## config.mk

```make
export PLATFORM = sky130hd
export DESIGN_NAME = iq_capture_statistics
export DESIGN_NICKNAME = d
export VERILOG_FILES = /design/src/hdl/iqs_pkg.sv /design/src/hdl/iq_capture_statistics.sv /design/src/hdl/iqs_cfg.sv /design/src/hdl/iqs_stats.sv
export SDC_FILE = /design/constraint.sdc
export NUM_CORES = 1
export LEC_CHECK = 0
export ABC_AREA = 1
export ABC_CLOCK_PERIOD_IN_PS = 11100
export BUFFER_PORTS_ARGS = -buffer_cell sky130_fd_sc_hd__buf_2
export CAP_MARGIN = 20
export CORE_MARGIN = 1.5
export CORE_UTILIZATION = 35
export CTS_BUF_LIST = sky130_fd_sc_hd__clkbuf_4 sky130_fd_sc_hd__clkbuf_8
export CTS_CLUSTER_DIAMETER = 50
export CTS_CLUSTER_SIZE = 16
export DETAILED_ROUTE_END_ITERATION = 8
export GPL_ROUTABILITY_DRIVEN = 1
export PLACE_DENSITY = 0.6
export SLEW_MARGIN = 25
export SYNTH_ARGS = -nofsm -noshare
export SYNTH_HDL_FRONTEND = slang
export SYNTH_SLANG_ARGS = --single-unit
```

## constraint.sdc

```tcl
create_clock -name clk -period 11.1 [get_ports clk]
set_input_delay 1.665 -clock clk [delete_from_list [all_inputs] [get_ports clk]]
set_output_delay 1.665 -clock clk [all_outputs]
set_load 0.01 [all_outputs]
```

## src/hdl/iqs_pkg.sv

```systemverilog
`default_nettype none
package iqs_pkg;

	localparam logic [31:0] HASH_BASIS     = 32'd2166136261;
	localparam logic [7:0]  SENTINEL_RESET = 8'hA5;

	localparam int SUM_W    = 20;
	localparam int POWER_W  = 24;
	localparam int COUNT_W  = 17;
	localparam int CHANGE_W = 16;

	localparam logic signed [SUM_W:0] SUM_MAX = 21'sd524287;
	localparam logic signed [SUM_W:0] SUM_MIN = -21'sd524288;

	// Configuration register indexes (word address bits above the byte lane)
	localparam logic REG_SENTINEL = 1'b0;

	typedef struct packed {
		logic       valid;
		logic [7:0] sample;
		logic       last;
	} iqs_item_t;

	typedef struct packed {
		logic [COUNT_W-1:0]      sentinel_count;
		logic [CHANGE_W-1:0]     changed_count;
		logic [COUNT_W-1:0]      nonzero_count;
		logic [POWER_W-1:0]      power_total;
		logic signed [SUM_W-1:0] q_total;
		logic signed [SUM_W-1:0] i_total;
		logic [31:0]             hash_value;
	} iqs_result_t;

	// FNV prime 16777619 = 2^24 + 256 + 128 + 16 + 2 + 1: shift-add, wraps mod 2^32.
	function automatic logic [31:0] fnv_mul(input logic [31:0] x);
		fnv_mul = (x << 24) + (x << 8) + (x << 7) + (x << 4) + (x << 1) + x;
	endfunction

	function automatic logic signed [SUM_W-1:0] sat_sum(
		input logic signed [SUM_W-1:0] acc,
		input logic signed [3:0]       add
	);
		logic signed [SUM_W:0] s;
		s = {acc[SUM_W-1], acc} + {{(SUM_W-3){add[3]}}, add};
		if (s > SUM_MAX)
			sat_sum = SUM_MAX[SUM_W-1:0];
		else if (s < SUM_MIN)
			sat_sum = SUM_MIN[SUM_W-1:0];
		else
			sat_sum = s[SUM_W-1:0];
	endfunction

endpackage
`default_nettype wire

```

## src/hdl/iq_capture_statistics.sv

```systemverilog
// iq_capture_statistics: per-run statistics over packed IQ capture bytes.
// Slave stream (s_*): one byte per word, I in bits 7:4, Q in bits 3:0;
// s_tlast marks the final byte of a capture run.
// Master stream (m_*): one summary word per run (FNV-1a hash, saturated
// I/Q sums, power sum, nonzero/changed/sentinel counts), sent after the
// byte marked last has been folded in.
// APB port: register 0 at byte address 0 holds the sentinel byte (reset 0xA5).
// Throughput: one byte per cycle, except that a last byte waits while
// an untaken summary holds the output register; a byte passes through
// the input register, then the accumulators and the output register
// load at the same edge; m_tvalid is set as the last byte moves on from
// the input register. The hash update is a shift-add of the FNV prime.
// Stall: the output register holds a summary until m_tready; bytes that
// are not last keep flowing meanwhile. Only a second last byte waits.
// Reset: run state returns to the FNV basis and zero counts; the
// sentinel register returns to 0xA5. After each summary the run state
// clears by itself while the sentinel keeps its value.
`default_nettype none
module iq_capture_statistics
	import iqs_pkg::*;
(
	input  wire logic         clk,
	input  wire logic         arst_n,
	// slave stream
	input  wire logic         s_tvalid,
	output logic              s_tready,
	input  wire logic [7:0]   s_tdata,   // [7:0] sample_byte
	input  wire logic         s_tlast,
	// master stream
	output logic              m_tvalid,
	input  wire logic         m_tready,
	// [31:0] hash_value, [51:32] i_total, [71:52] q_total,
	// [95:72] power_total, [112:96] nonzero_count, [128:113] changed_count,
	// [145:129] sentinel_count, [151:146] zero
	output logic      [151:0] m_tdata,
	// APB configuration
	input  wire logic         psel,
	input  wire logic         penable,
	input  wire logic         pwrite,
	input  wire logic [2:0]   paddr,
	input  wire logic [31:0]  pwdata,
	output logic      [31:0]  prdata,
	output logic              pready
);

	logic        valid_s1, last_s1;
	logic [7:0]  sample_s1;
	logic        out_valid_q;
	iqs_result_t out_q;
	iqs_result_t result;
	iqs_item_t   item;
	logic [7:0]  sentinel;
	logic        adv_s1;

	iqs_cfg u_cfg (
		.clk      (clk),
		.arst_n   (arst_n),
		.psel     (psel),
		.penable  (penable),
		.pwrite   (pwrite),
		.paddr    (paddr),
		.pwdata   (pwdata),
		.prdata   (prdata),
		.pready   (pready),
		.sentinel (sentinel)
	);

	// A last byte may only advance when the output register is free or draining.
	assign adv_s1   = valid_s1 && (!last_s1 || !out_valid_q || m_tready);
	assign s_tready = !valid_s1 || adv_s1;

	assign item.valid  = adv_s1;
	assign item.sample = sample_s1;
	assign item.last   = last_s1;

	iqs_stats u_stats (
		.clk      (clk),
		.arst_n   (arst_n),
		.item     (item),
		.sentinel (sentinel),
		.result   (result)
	);

	// Input register: hold the word until the accumulators take it.
	always_ff @(posedge clk or negedge arst_n) begin
		if (!arst_n)
			valid_s1 <= 1'b0;
		else if (s_tready)
			valid_s1 <= s_tvalid;
	end

	always_ff @(posedge clk) begin
		if (s_tready && s_tvalid) begin
			sample_s1 <= s_tdata;
			last_s1   <= s_tlast;
		end
	end

	// Output register: load a summary on the last byte, drop it once taken.
	always_ff @(posedge clk or negedge arst_n) begin
		if (!arst_n)
			out_valid_q <= 1'b0;
		else if (adv_s1 && last_s1)
			out_valid_q <= 1'b1;
		else if (m_tready)
			out_valid_q <= 1'b0;
	end

	always_ff @(posedge clk) begin
		if (adv_s1 && last_s1)
			out_q <= result;
	end

	assign m_tvalid = out_valid_q;
	assign m_tdata  = {6'd0, out_q};

endmodule
`default_nettype wire

```

## src/hdl/iqs_cfg.sv

```systemverilog
`default_nettype none
module iqs_cfg
	import iqs_pkg::*;
(
	input  wire logic        clk,
	input  wire logic        arst_n,
	input  wire logic        psel,
	input  wire logic        penable,
	input  wire logic        pwrite,
	input  wire logic [2:0]  paddr,
	input  wire logic [31:0] pwdata,
	output logic      [31:0] prdata,
	output logic             pready,
	output logic      [7:0]  sentinel
);

	logic [7:0] sentinel_q;
	logic       wr_en;

	assign pready   = 1'b1;
	assign wr_en    = psel && penable && pwrite && (paddr[2] == REG_SENTINEL);
	assign sentinel = sentinel_q;

	always_ff @(posedge clk or negedge arst_n) begin
		if (!arst_n)
			sentinel_q <= SENTINEL_RESET;
		else if (wr_en)
			sentinel_q <= pwdata[7:0];
	end

	always_comb begin
		unique case (paddr[2])
			REG_SENTINEL: prdata = {24'd0, sentinel_q};
			default:      prdata = 32'd0;
		endcase
	end

endmodule
`default_nettype wire

```

## src/hdl/iqs_stats.sv

```systemverilog
`default_nettype none
module iqs_stats
	import iqs_pkg::*;
(
	input  wire logic        clk,
	input  wire logic        arst_n,
	input  wire iqs_item_t   item,
	input  wire logic [7:0]  sentinel,
	output iqs_result_t      result
);

	logic [31:0]             hash_q;
	logic signed [SUM_W-1:0] i_q, q_q;
	logic [POWER_W-1:0]      power_q;
	logic [COUNT_W-1:0]      nonzero_q, sent_q;
	logic [CHANGE_W-1:0]     changed_q;
	logic [7:0]              prev_q;
	logic                    first_q;

	logic signed [3:0]   iv, qv;
	logic [7:0]          isq, qsq;
	logic [POWER_W:0]    pw_sum;
	logic                changed;

	assign iv = item.sample[7:4];
	assign qv = item.sample[3:0];
	// Squares of a 4-bit signed value fit in 8 bits (max 64 each).
	assign isq = 8'(iv * iv);
	assign qsq = 8'(qv * qv);
	assign pw_sum = {1'b0, power_q} + {{(POWER_W-8){1'b0}}, isq}
		+ {{(POWER_W-8){1'b0}}, qsq};
	assign changed = !first_q && (item.sample != prev_q);

	always_comb begin
		result.hash_value = fnv_mul(hash_q ^ {24'd0, item.sample});
		result.i_total    = sat_sum(i_q, iv);
		result.q_total    = sat_sum(q_q, qv);
		result.power_total = pw_sum[POWER_W] ? {POWER_W{1'b1}} : pw_sum[POWER_W-1:0];
		result.nonzero_count = nonzero_q;
		if (item.sample != 8'd0 && !(&nonzero_q))
			result.nonzero_count = nonzero_q + 1'b1;
		result.sentinel_count = sent_q;
		if (item.sample == sentinel && !(&sent_q))
			result.sentinel_count = sent_q + 1'b1;
		result.changed_count = changed_q;
		if (changed && !(&changed_q))
			result.changed_count = changed_q + 1'b1;
	end

	always_ff @(posedge clk or negedge arst_n) begin
		if (!arst_n) begin
			hash_q    <= HASH_BASIS;
			i_q       <= '0;
			q_q       <= '0;
			power_q   <= '0;
			nonzero_q <= '0;
			sent_q    <= '0;
			changed_q <= '0;
			prev_q    <= '0;
			first_q   <= 1'b1;
		end else if (item.valid) begin
			if (item.last) begin
				hash_q    <= HASH_BASIS;
				i_q       <= '0;
				q_q       <= '0;
				power_q   <= '0;
				nonzero_q <= '0;
				sent_q    <= '0;
				changed_q <= '0;
				prev_q    <= '0;
				first_q   <= 1'b1;
			end else begin
				hash_q    <= result.hash_value;
				i_q       <= result.i_total;
				q_q       <= result.q_total;
				power_q   <= result.power_total;
				nonzero_q <= result.nonzero_count;
				sent_q    <= result.sentinel_count;
				changed_q <= result.changed_count;
				prev_q    <= item.sample;
				first_q   <= 1'b0;
			end
		end
	end

endmodule
`default_nettype wire

```

---- After elaboration in Yosys (flattened, before gate mapping) ----
Index checks and enable logic that the tools add are counted.
cells by class
  add/sub/neg operators ................... 12
  multipliers ............................. 2
  order comparisons ....................... 4
  equality and inequality tests ........... 2
  multiplexer cells ....................... 20
  bitwise gates (word level) .............. 2
  reduce and logical (&&, ||, !) cells .... 25
operators by type and width
  cell                     number
  $add A32 B32 Y32         5
  $mux W20                 6
  $mux W17                 4
  $mux W24                 2
  $add A20 B4 Y21          2
  $gt A21 B20 Y1 const B   2
  $lt A21 B20 Y1 const B   2
  $add A17 B1 Y17 const B  2
  $reduce_and A17 Y1       2
  $mux W16                 2
  $mux W32                 1
  $xor A32 B8 Y32          1
  $add A24 B8 Y25          1
  $add A25 B8 Y25          1
  $add A16 B1 Y16 const B  1
  $mul A4 B4 Y8            2
  $mux W8                  2
  $reduce_and A16 Y1       1
  $logic_and A1 B1 Y1      10
  $eq A8 B8 Y1             1
  $ne A8 B8 Y1             1
  $reduce_bool A8 Y1       1
  $logic_not A1 Y1         7
  $logic_or A1 B1 Y1       3
  other kinds (3)          5
storage, ports and cells
  flip-flop bits (word level) ............. 320
  word-level logic and storage cells ...... 88

---- Depth between registers and ports, before layout ----
Gate-level depths: netlist of run 1.
  depth after elaboration ................. 7
  mapped depth ............................ 29
  gate-level depth less buffers ........... 27

---- Modules after synthesis ----
A second synthesis of run 1 with hierarchy kept.
unflattened totals
  cells, all modules ...................... 2504
  area, all modules ....................... 21729.6 sq um
by module, submodules not included
  module                 instances  cells an instance  area each (sq um)  sequential area each (sq um)
  iqs_stats              1          2247               16304.4            3897.5
  iq_capture_statistics  1          176                4810.9             4704.5
  iqs_cfg                1          81                 614.3              205.2

---- Worst setup path after synthesis of run 1 ----
No wires, ideal clock.
  kind .................................... input to register
  start ................................... in m_tready
  end ..................................... reg out_q, in the netlist m_tdata[0] (enable)
  library setup time ...................... 0.498 ns
  arrival ................................. 5.314 ns
  required time ........................... 10.602 ns
  setup slack ............................. 5.287 ns
  cell stages on the path ................. 5
  buffers on the path ..................... 1
  cells stage by stage .................... nor2_1 > a21oi_1 > clkbuf_1 > nand2_1 > inv_1
between the ends
  cells in the longest elaborated chain, start to end .. 3
ends and longest elaborated chain
  element               line                          RTL
  from (decl)           iq_capture_statistics.sv:31   input wire logic m_tready,
  $logic_or A1 B1 Y1    iq_capture_statistics.sv:69   assign adv_s1 = valid_s1 && (!last_s1 || !out_valid_q || m_tready);
  $logic_and A1 B1 Y1   iq_capture_statistics.sv:69
  $logic_and A1 B1 Y1   iq_capture_statistics.sv:110  if (adv_s1 && last_s1)
  to (signal assigned)  iq_capture_statistics.sv:111  out_q <= result;
  to (decl)             iq_capture_statistics.sv:49   iqs_result_t out_q;
Every way passes these cells.
A chain may end at the register's enable or synchronous reset.

==> key figures, run 1 <==
Setup path
  • CP delay by family, top: adder cells
  • Reg2reg start: sample_s1[3]$_DFFE_PP_
  • Crit path from: sample_s1[3]$_DFFE_PP_
  • CP Buf/Inv Count: 5
  • Critical Path, Cell by Cell: buf_4 > inv_1 > nor2_1 > fa_1 > fa_1 > ha_1 > inv_1 > fa_1 > o21ai_0 > a21oi_1 > xor2_1 > inv_1 > fa_1 > inv_1 > ha_1 > nand2_1 > nor3_2 > nand2_1 > nand2_2 > nand3_1 > nand3_1 > nand2_1 > o21ai_0
  • Slowest CP cell: nand3_1
  • WP depth: 23
  • Crit start category: register
  • Crit Path Max Fanout: 27
  • Critical path's largest stage delay: roughly 0.71 ns
  • Arrival time at the worst endpoint: 6.77 ns
  • Path type of the worst setup path: register to register
  • Endpoint class of the critical path: register
  • R2R depth: 23
  • Req. time, crit path: 11.65 ns

Die
  • Initial Util: about 35%
  • Die height: about 250 um
  • Num rows: 91
  • Core area: 0.06171 mm^2
  • Top Ports: 238
  • Die ar.: between 0.06 and 0.07 mm^2
  • Die width: approximately 250 um

Finish
  • Finished Layout Cells: ~3600
  • Storage element area: 0.008807 mm^2
  • Nets: roughly 3000
  • Share of cells above drive strength 1: between 10 and 15%
  • Area of the multi-input gates: approximately 0.011 mm^2
  • Syn-to-layout area delta: 12.65%
  • Final core occ: 39.89%
  • Fill cells: between 6000 and 7000

Timing
  • Period utilization: 56.03%
  • Clock skew: just over 0.04 ns
  • Slew @ Worst Pin: roughly 0.97 ns
  • RSZ-0062 raised after global routing: false
  • Slew headroom: approximately 36%
  • Clock period minus worst slack: roughly 6.2 ns
  • Fmax: approximately 160 MHz
  • Final TNS setup: 0 ns
  • Max-slew violation count: 0
  • Final WS setup: a little under 5 ns
  • # setup viols final: 0
  • Hold Fails Final Rpt: 0

Route
  • Routed vias: roughly 17000
  • Average wire per standard cell: between 15 and 20 um
  • DRC errors left: 0
  • DRT Pass-1 Iters: 6
  • Drt via density: ~4.7
  • Remaining antenna violation count after routing: 0
  • Routed WL: 55450 um
  • 1st-iter DRT viols: between 900 and 1000

Placement
  • Pre-CTS setup slack: 4.868 ns
  • Placed Instances: 3527
  • Port Buf Inserts: 180
  • Final Wtd Congestion: ~0.92
  • Post-DP HPWL: between 40000 and 50000 um

Clocking
  • Post-CTS Resized: 0
  • CTS tree: done
  • Cts hold-fix bufs: 0
  • Total CTS buffers: 46
  • Reg clk slew, reported paths: ~0.08 ns
  • CTS sink cnt: 320
  • CTS Root Cell: clkbuf_8
  • # H-tree levels: 2
  • Maximum root-to-sink buffer count: 3
  • Postcts setup bufs: 0
  • Clock latency on the worst-skew pair: around 0.65 ns

Global route
  • Largest net degree at the start of global routing: 89
  • Gr ovfl total: 0
  • First-pass GRT wire length: between 80000 and 90000 um
  • Vias in the first global route: about 17000
  • Tot GR Track Use: around 18%
  • Initial antenna violation count: 5

Synthesis
  • Sequential area share after synthesis: 40.30%
  • Yosys top cell area share: about a fifth
  • Yosys reg bits: 320
  • Top post-synthesis cells by area: edfxtp_1, dfrtp_1, nand2_1
  • Main flop type after synthesis: edfxtp_1
  • Synth area leader: edfxtp_1
  • Most common cell in the netlist: nand2_1
  • Syn Inst Count: roughly 2600
  • Cell variety after synth: 46
  • Post-synth EDFFs: ~160
  • Syn avg cell area: between 8 and 9 um^2
  • Number of synthesis warnings: 0
  • Asr flop ratio synth: between 50% and 60%
  • Synth top cells by count: nand2_1, inv_1, edfxtp_1
  • Post-Syn Area: 0.02185 mm^2

Outcome
  • Status: complete, no violations

Job
  • Maxcap violations: 0

Min path
  • WHS Path Cells: 2
  • Hold WC Path Type: register to register
  • Hold path start: u_stats.i_q[10]$_DFFE_PN0P_
area by class of cell:
class	count	area share, %
multi-input combinational	1789	45.52
sequential	320	35.78
inverter	388	5.942
tap	837	4.254
timing repair buffer	193	4.081
clock buffer	49	2.740
clock inverter	36	1.672
antenna	1	0.01017
cells in the final DEF, fill, tap and decap left out, types with 4 or more instances in the layout:
master and count:
a21oi_1 87, o21bai_1 9, nand3b_1 7, dfstp_2 19, o22ai_2 4, nand2_1 748
nor4_1 10, o22ai_1 34, edfxtp_1 155, fa_1 101, a21o_1 6, buf_4 13
o21ai_0 83, ha_1 131, nand4_1 32, inv_1 369, inv_2 17, nor2_2 4
clkbuf_8 49, dfrtp_1 146, xnor2_1 30, nor2_1 131, xor2_1 93, nand2_4 4
nor2_4 6, nor3_1 29, inv_6 15, o21ai_1 6, a22o_1 7, or2_2 11
clkinv_8 4, and2_1 11, conb_1 31, buf_2 179, o21a_1 4, nand2_2 35
inv_8 8, nand3_1 119
routing by layer:
| metal | vias up | track usage [%] | routed length (um) |
|---|---|---|---|
| met4 | 8 | 4.106 | 1125 |
| met5 | - | 0 | 50 |
| li1 | 8468 | - | - |
| met3 | 77 | 4.081 | 3005 |
| met2 | 304 | 29.25 | 25540 |
| met1 | 7978 | 23.91 | 25720 |
stage by stage:
step / instance area [um^2] / hold slack [ns]
6_report: 24620 / 0.4864
3_5_place_dp: 23520 / 0.4731
2_1_floorplan: 21960 / 0.4528
4_1_cts: 24610 / 0.4898
5_1_grt: 24610 / 0.5108
3_3_place_gp: 23520 / 0.4654
flip-flops by register name (all words and copies together), names as in the netlist, 8 cells and up:
signal and cells:
m_tdata 146, u_stats.changed_q 16, u_stats.hash_q 32, u_stats.power_q 24
u_stats.nonzero_q 17, sample_s1 8, u_stats.q_q 20, u_stats.sent_q 17
u_stats.i_q 20, u_stats.prev_q 8, u_cfg.sentinel 8
cell families (layout without fill, tap and decap cells):
| logic type | count (synthesis) | count (layout) | synth area share [%] |
|---|---|---|---|
| and+or+nand+nor | 1156 | 1156 | 22.54 |
| buffers and inverters | 472 | 666 | 9.018 |
| DFF | 320 | 320 | 40.30 |
| AOI/OAI and AO/OA | 247 | 247 | 6.424 |
| adders and majority gates | 232 | 232 | 16.75 |
| xor gates and xnor gates | 123 | 123 | 4.930 |
| other | 2 | 32 | 0.03437 |
worst reg2reg max path: stages (launching register included):
cell and delay [ns]:
edfxtp_1 0.33, buf_4 0.37, inv_1 0.17, nor2_1 0.22, fa_1 0.48, fa_1 0.47, ha_1 0.31, inv_1 0.06
fa_1 0.45, o21ai_0 0.18, a21oi_1 0.10, xor2_1 0.15, inv_1 0.08, fa_1 0.50, inv_1 0.04, ha_1 0.33
nand2_1 0.13, nor3_2 0.22, nand2_1 0.08, nand2_2 0.15, nand3_1 0.71, nand3_1 0.43, nand2_1 0.08, o21ai_0 0.10
worst paths after layout:
path                                                   end  slack, ns
setup / recovery           u_stats.power_q[17]$_DFFE_PN0P_       4.88
hold / removal                 u_stats.i_q[10]$_DFFE_PN0P_       0.49
setup reg to reg           u_stats.power_q[17]$_DFFE_PN0P_       4.88
hold reg to reg                u_stats.i_q[10]$_DFFE_PN0P_       0.49
max in group asynchronous       u_stats.i_q[6]$_DFFE_PN0P_       8.78
min in group asynchronous      u_stats.q_q[10]$_DFFE_PN0P_       1.03
Power of run 1 is left out: the tool's default activity adds up to more than one toggle a clock period on the data nets, which glitch-free logic cannot reach.
==> run 2, diff against run 1 <==
Settings changed: ABC_CLOCK_PERIOD_IN_PS 11100 to 5350, PLACE_DENSITY 0.6 to 0.62.
Clock period 11.1 ns to 5.35 ns, I/O delays scaled along.
==> run 2 against run 1 <==
Against the previous run: first-iteration DRC count down 13%; setup slack worse by 4.6 ns; clock skew fell by 0.016 ns.
==> key figures, run 2 (synthesis results as in run 1) <==
Setup path
  • Arrival time at the worst endpoint: around 5.5 ns
  • Crit start category: register
  • R2r setup slk: 0.32 ns
  • Path type of the worst setup path: register to register
  • Crit Path Max Fanout: 5
  • Endpoint class of the critical path: register
  • RR Endpoint: u_stats.power_q[15]$_DFFE_PN0P_
  • R2R depth: 26
  • CP dominant cell by count: nand2_1
  • Req. time, crit path: slightly below 6 ns
  • WP depth: 26
  • CP Buf/Inv Count: 4
  • Critical path's largest stage delay: 0.47 ns
  • CP delay by family, top: adder cells
  • Slowest CP cell: fa_1
  • Reg2reg start: sample_s1[7]$_DFFE_PP_

Timing
  • Final WS setup: 0.3181 ns
  • Slew @ Worst Pin: 0.9871 ns
  • # setup viols final: 0
  • Fmax: 198.7 MHz
  • Period utilization: between 90 and 100%
  • Clock skew: 0.02481 ns
  • Max-slew violation count: 0
  • Slew headroom: between 30% and 40%
  • Clock period minus worst slack: approximately 5.0 ns
  • Hold Fails Final Rpt: 0

Die
  • Top Ports: between 200 and 250
  • Core area: between 0.06 and 0.07 mm^2
  • Die width: around 250 um
  • Num rows: a little over 90
  • Die height: 252.9 um
  • Initial Util: a little over a third
  • Die ar.: 0.06394 mm^2

Placement
  • Placed Instances: ~3600
  • Post-DP HPWL: 40890 um
  • Pre-CTS setup slack: between 0.03 and 0.04 ns
  • Port Buf Inserts: between 150 and 200
  • Final Wtd Congestion: 0.8945
  • Dpl cell area: around 0.024 mm^2

Global route
  • Vias in the first global route: around 17000
  • First-pass GRT wire length: approximately 89000 um
  • Gr ovfl total: 0
  • Tot GR Track Use: between 10% and 20%
  • Largest net degree at the start of global routing: ~110
  • Initial antenna violation count: 2

Clocking
  • # H-tree levels: 2
  • Reg clk slew, reported paths: about 0.080 ns
  • Cts hold-fix bufs: 0
  • CTS Root Cell: clkbuf_8
  • CTS sink cnt: between 300 and 400
  • Clock latency on the worst-skew pair: around 0.65 ns
  • Maximum root-to-sink buffer count: 3
  • Total CTS buffers: between 40 and 50
  • CTS tree: done

Route
  • Average wire per standard cell: 15.15 um
  • Drt via density: about 4.6
  • DRT Pass-1 Iters: 6
  • 1st-iter DRT viols: approximately 840
  • Routed WL: ~55000 um
  • DRC errors left: 0
  • Remaining antenna violation count after routing: 0
  • Routed vias: roughly 17000

Finish
  • Syn-to-layout area delta: 14.07%
  • Finished Layout Cells: 3647
  • Final non-filler cell area: 0.02493 mm^2
  • Commonest non-fill, non-tap cell in the layout: nand2_1
  • Most frequent cells in the layout: nand2_1, inv_1, buf_2, edfxtp_1, dfrtp_1
  • Largest register FFs: about 150
  • Share of cells above drive strength 1: between 10% and 20%
  • Fill cells: approximately 6400
  • Final core occ: 40.39%
  • Nets: between 3000 and 4000

Outcome
  • Status: complete, no violations

Min path
  • Hold WC Path Type: input pin to asynchronous set/reset pin

Job
  • Maxcap violations: 0
## run 2: changes by cell type in the layout (fill, tap and decap cells not counted), sizes merged
cell      before  now
buf          193  226
clkinvlp       3    7
clkinv         7    9
bufinv         3    4
clkbuf        49   55
inv          411  399
## run 2: worst max-delay path by stage
stage                      startpoint                         endpoint  slack [ns]
2_1_floorplan  sample_s1[3]$_DFFE_PP_            m_tdata[73]$_DFFE_PP_        0.04
3_3_place_gp   sample_s1[7]$_DFFE_PP_  u_stats.power_q[23]$_DFFE_PN0P_        0.12
3_5_place_dp   sample_s1[7]$_DFFE_PP_  u_stats.power_q[23]$_DFFE_PN0P_        0.03
4_1_cts        sample_s1[7]$_DFFE_PP_  u_stats.power_q[23]$_DFFE_PN0P_        0.01
5_1_grt        sample_s1[7]$_DFFE_PP_  u_stats.power_q[23]$_DFFE_PN0P_       -0.07
6_report       sample_s1[7]$_DFFE_PP_  u_stats.power_q[15]$_DFFE_PN0P_        0.32
## run 2: final cells by class
class	instances	area (um^2)	area share, %
diodes	1	2.502	0.01004
clock buffers	55	713.2	2.861
clock inverters	31	347.8	1.395
inverters	388	1463	5.868
multi-input cells	1789	11280	45.24
flip-flops and latches	320	8807	35.33
well taps	837	1047	4.201
repair buffers	226	1269	5.090
## run 2: metrics by stage
stage               TNS, ns  hold WS [ns]
finish                    0        0.1373
global route        -0.1182        0.1489
CTS                       0        0.1289
detailed placement        0        0.4739
global placement          0        0.4688
floorplan                 0        0.4528
## run 2: what timing repair did
action / in CTS / in global routing
setup endpoints to repair: 0 / 48
buffers inserted: 0 / 8
gates resized for setup: 0 / 16
## run 2: layer usage
metal,vias up,global-route usage (%),wire [um]
li1,8534,-,-
met5,-,0,0
met1,7985,23.83,26140
met4,0,4.688,1242
met2,307,29.07,25420
met3,86,2.940,2467
Power of run 2 is left out for the same reason.
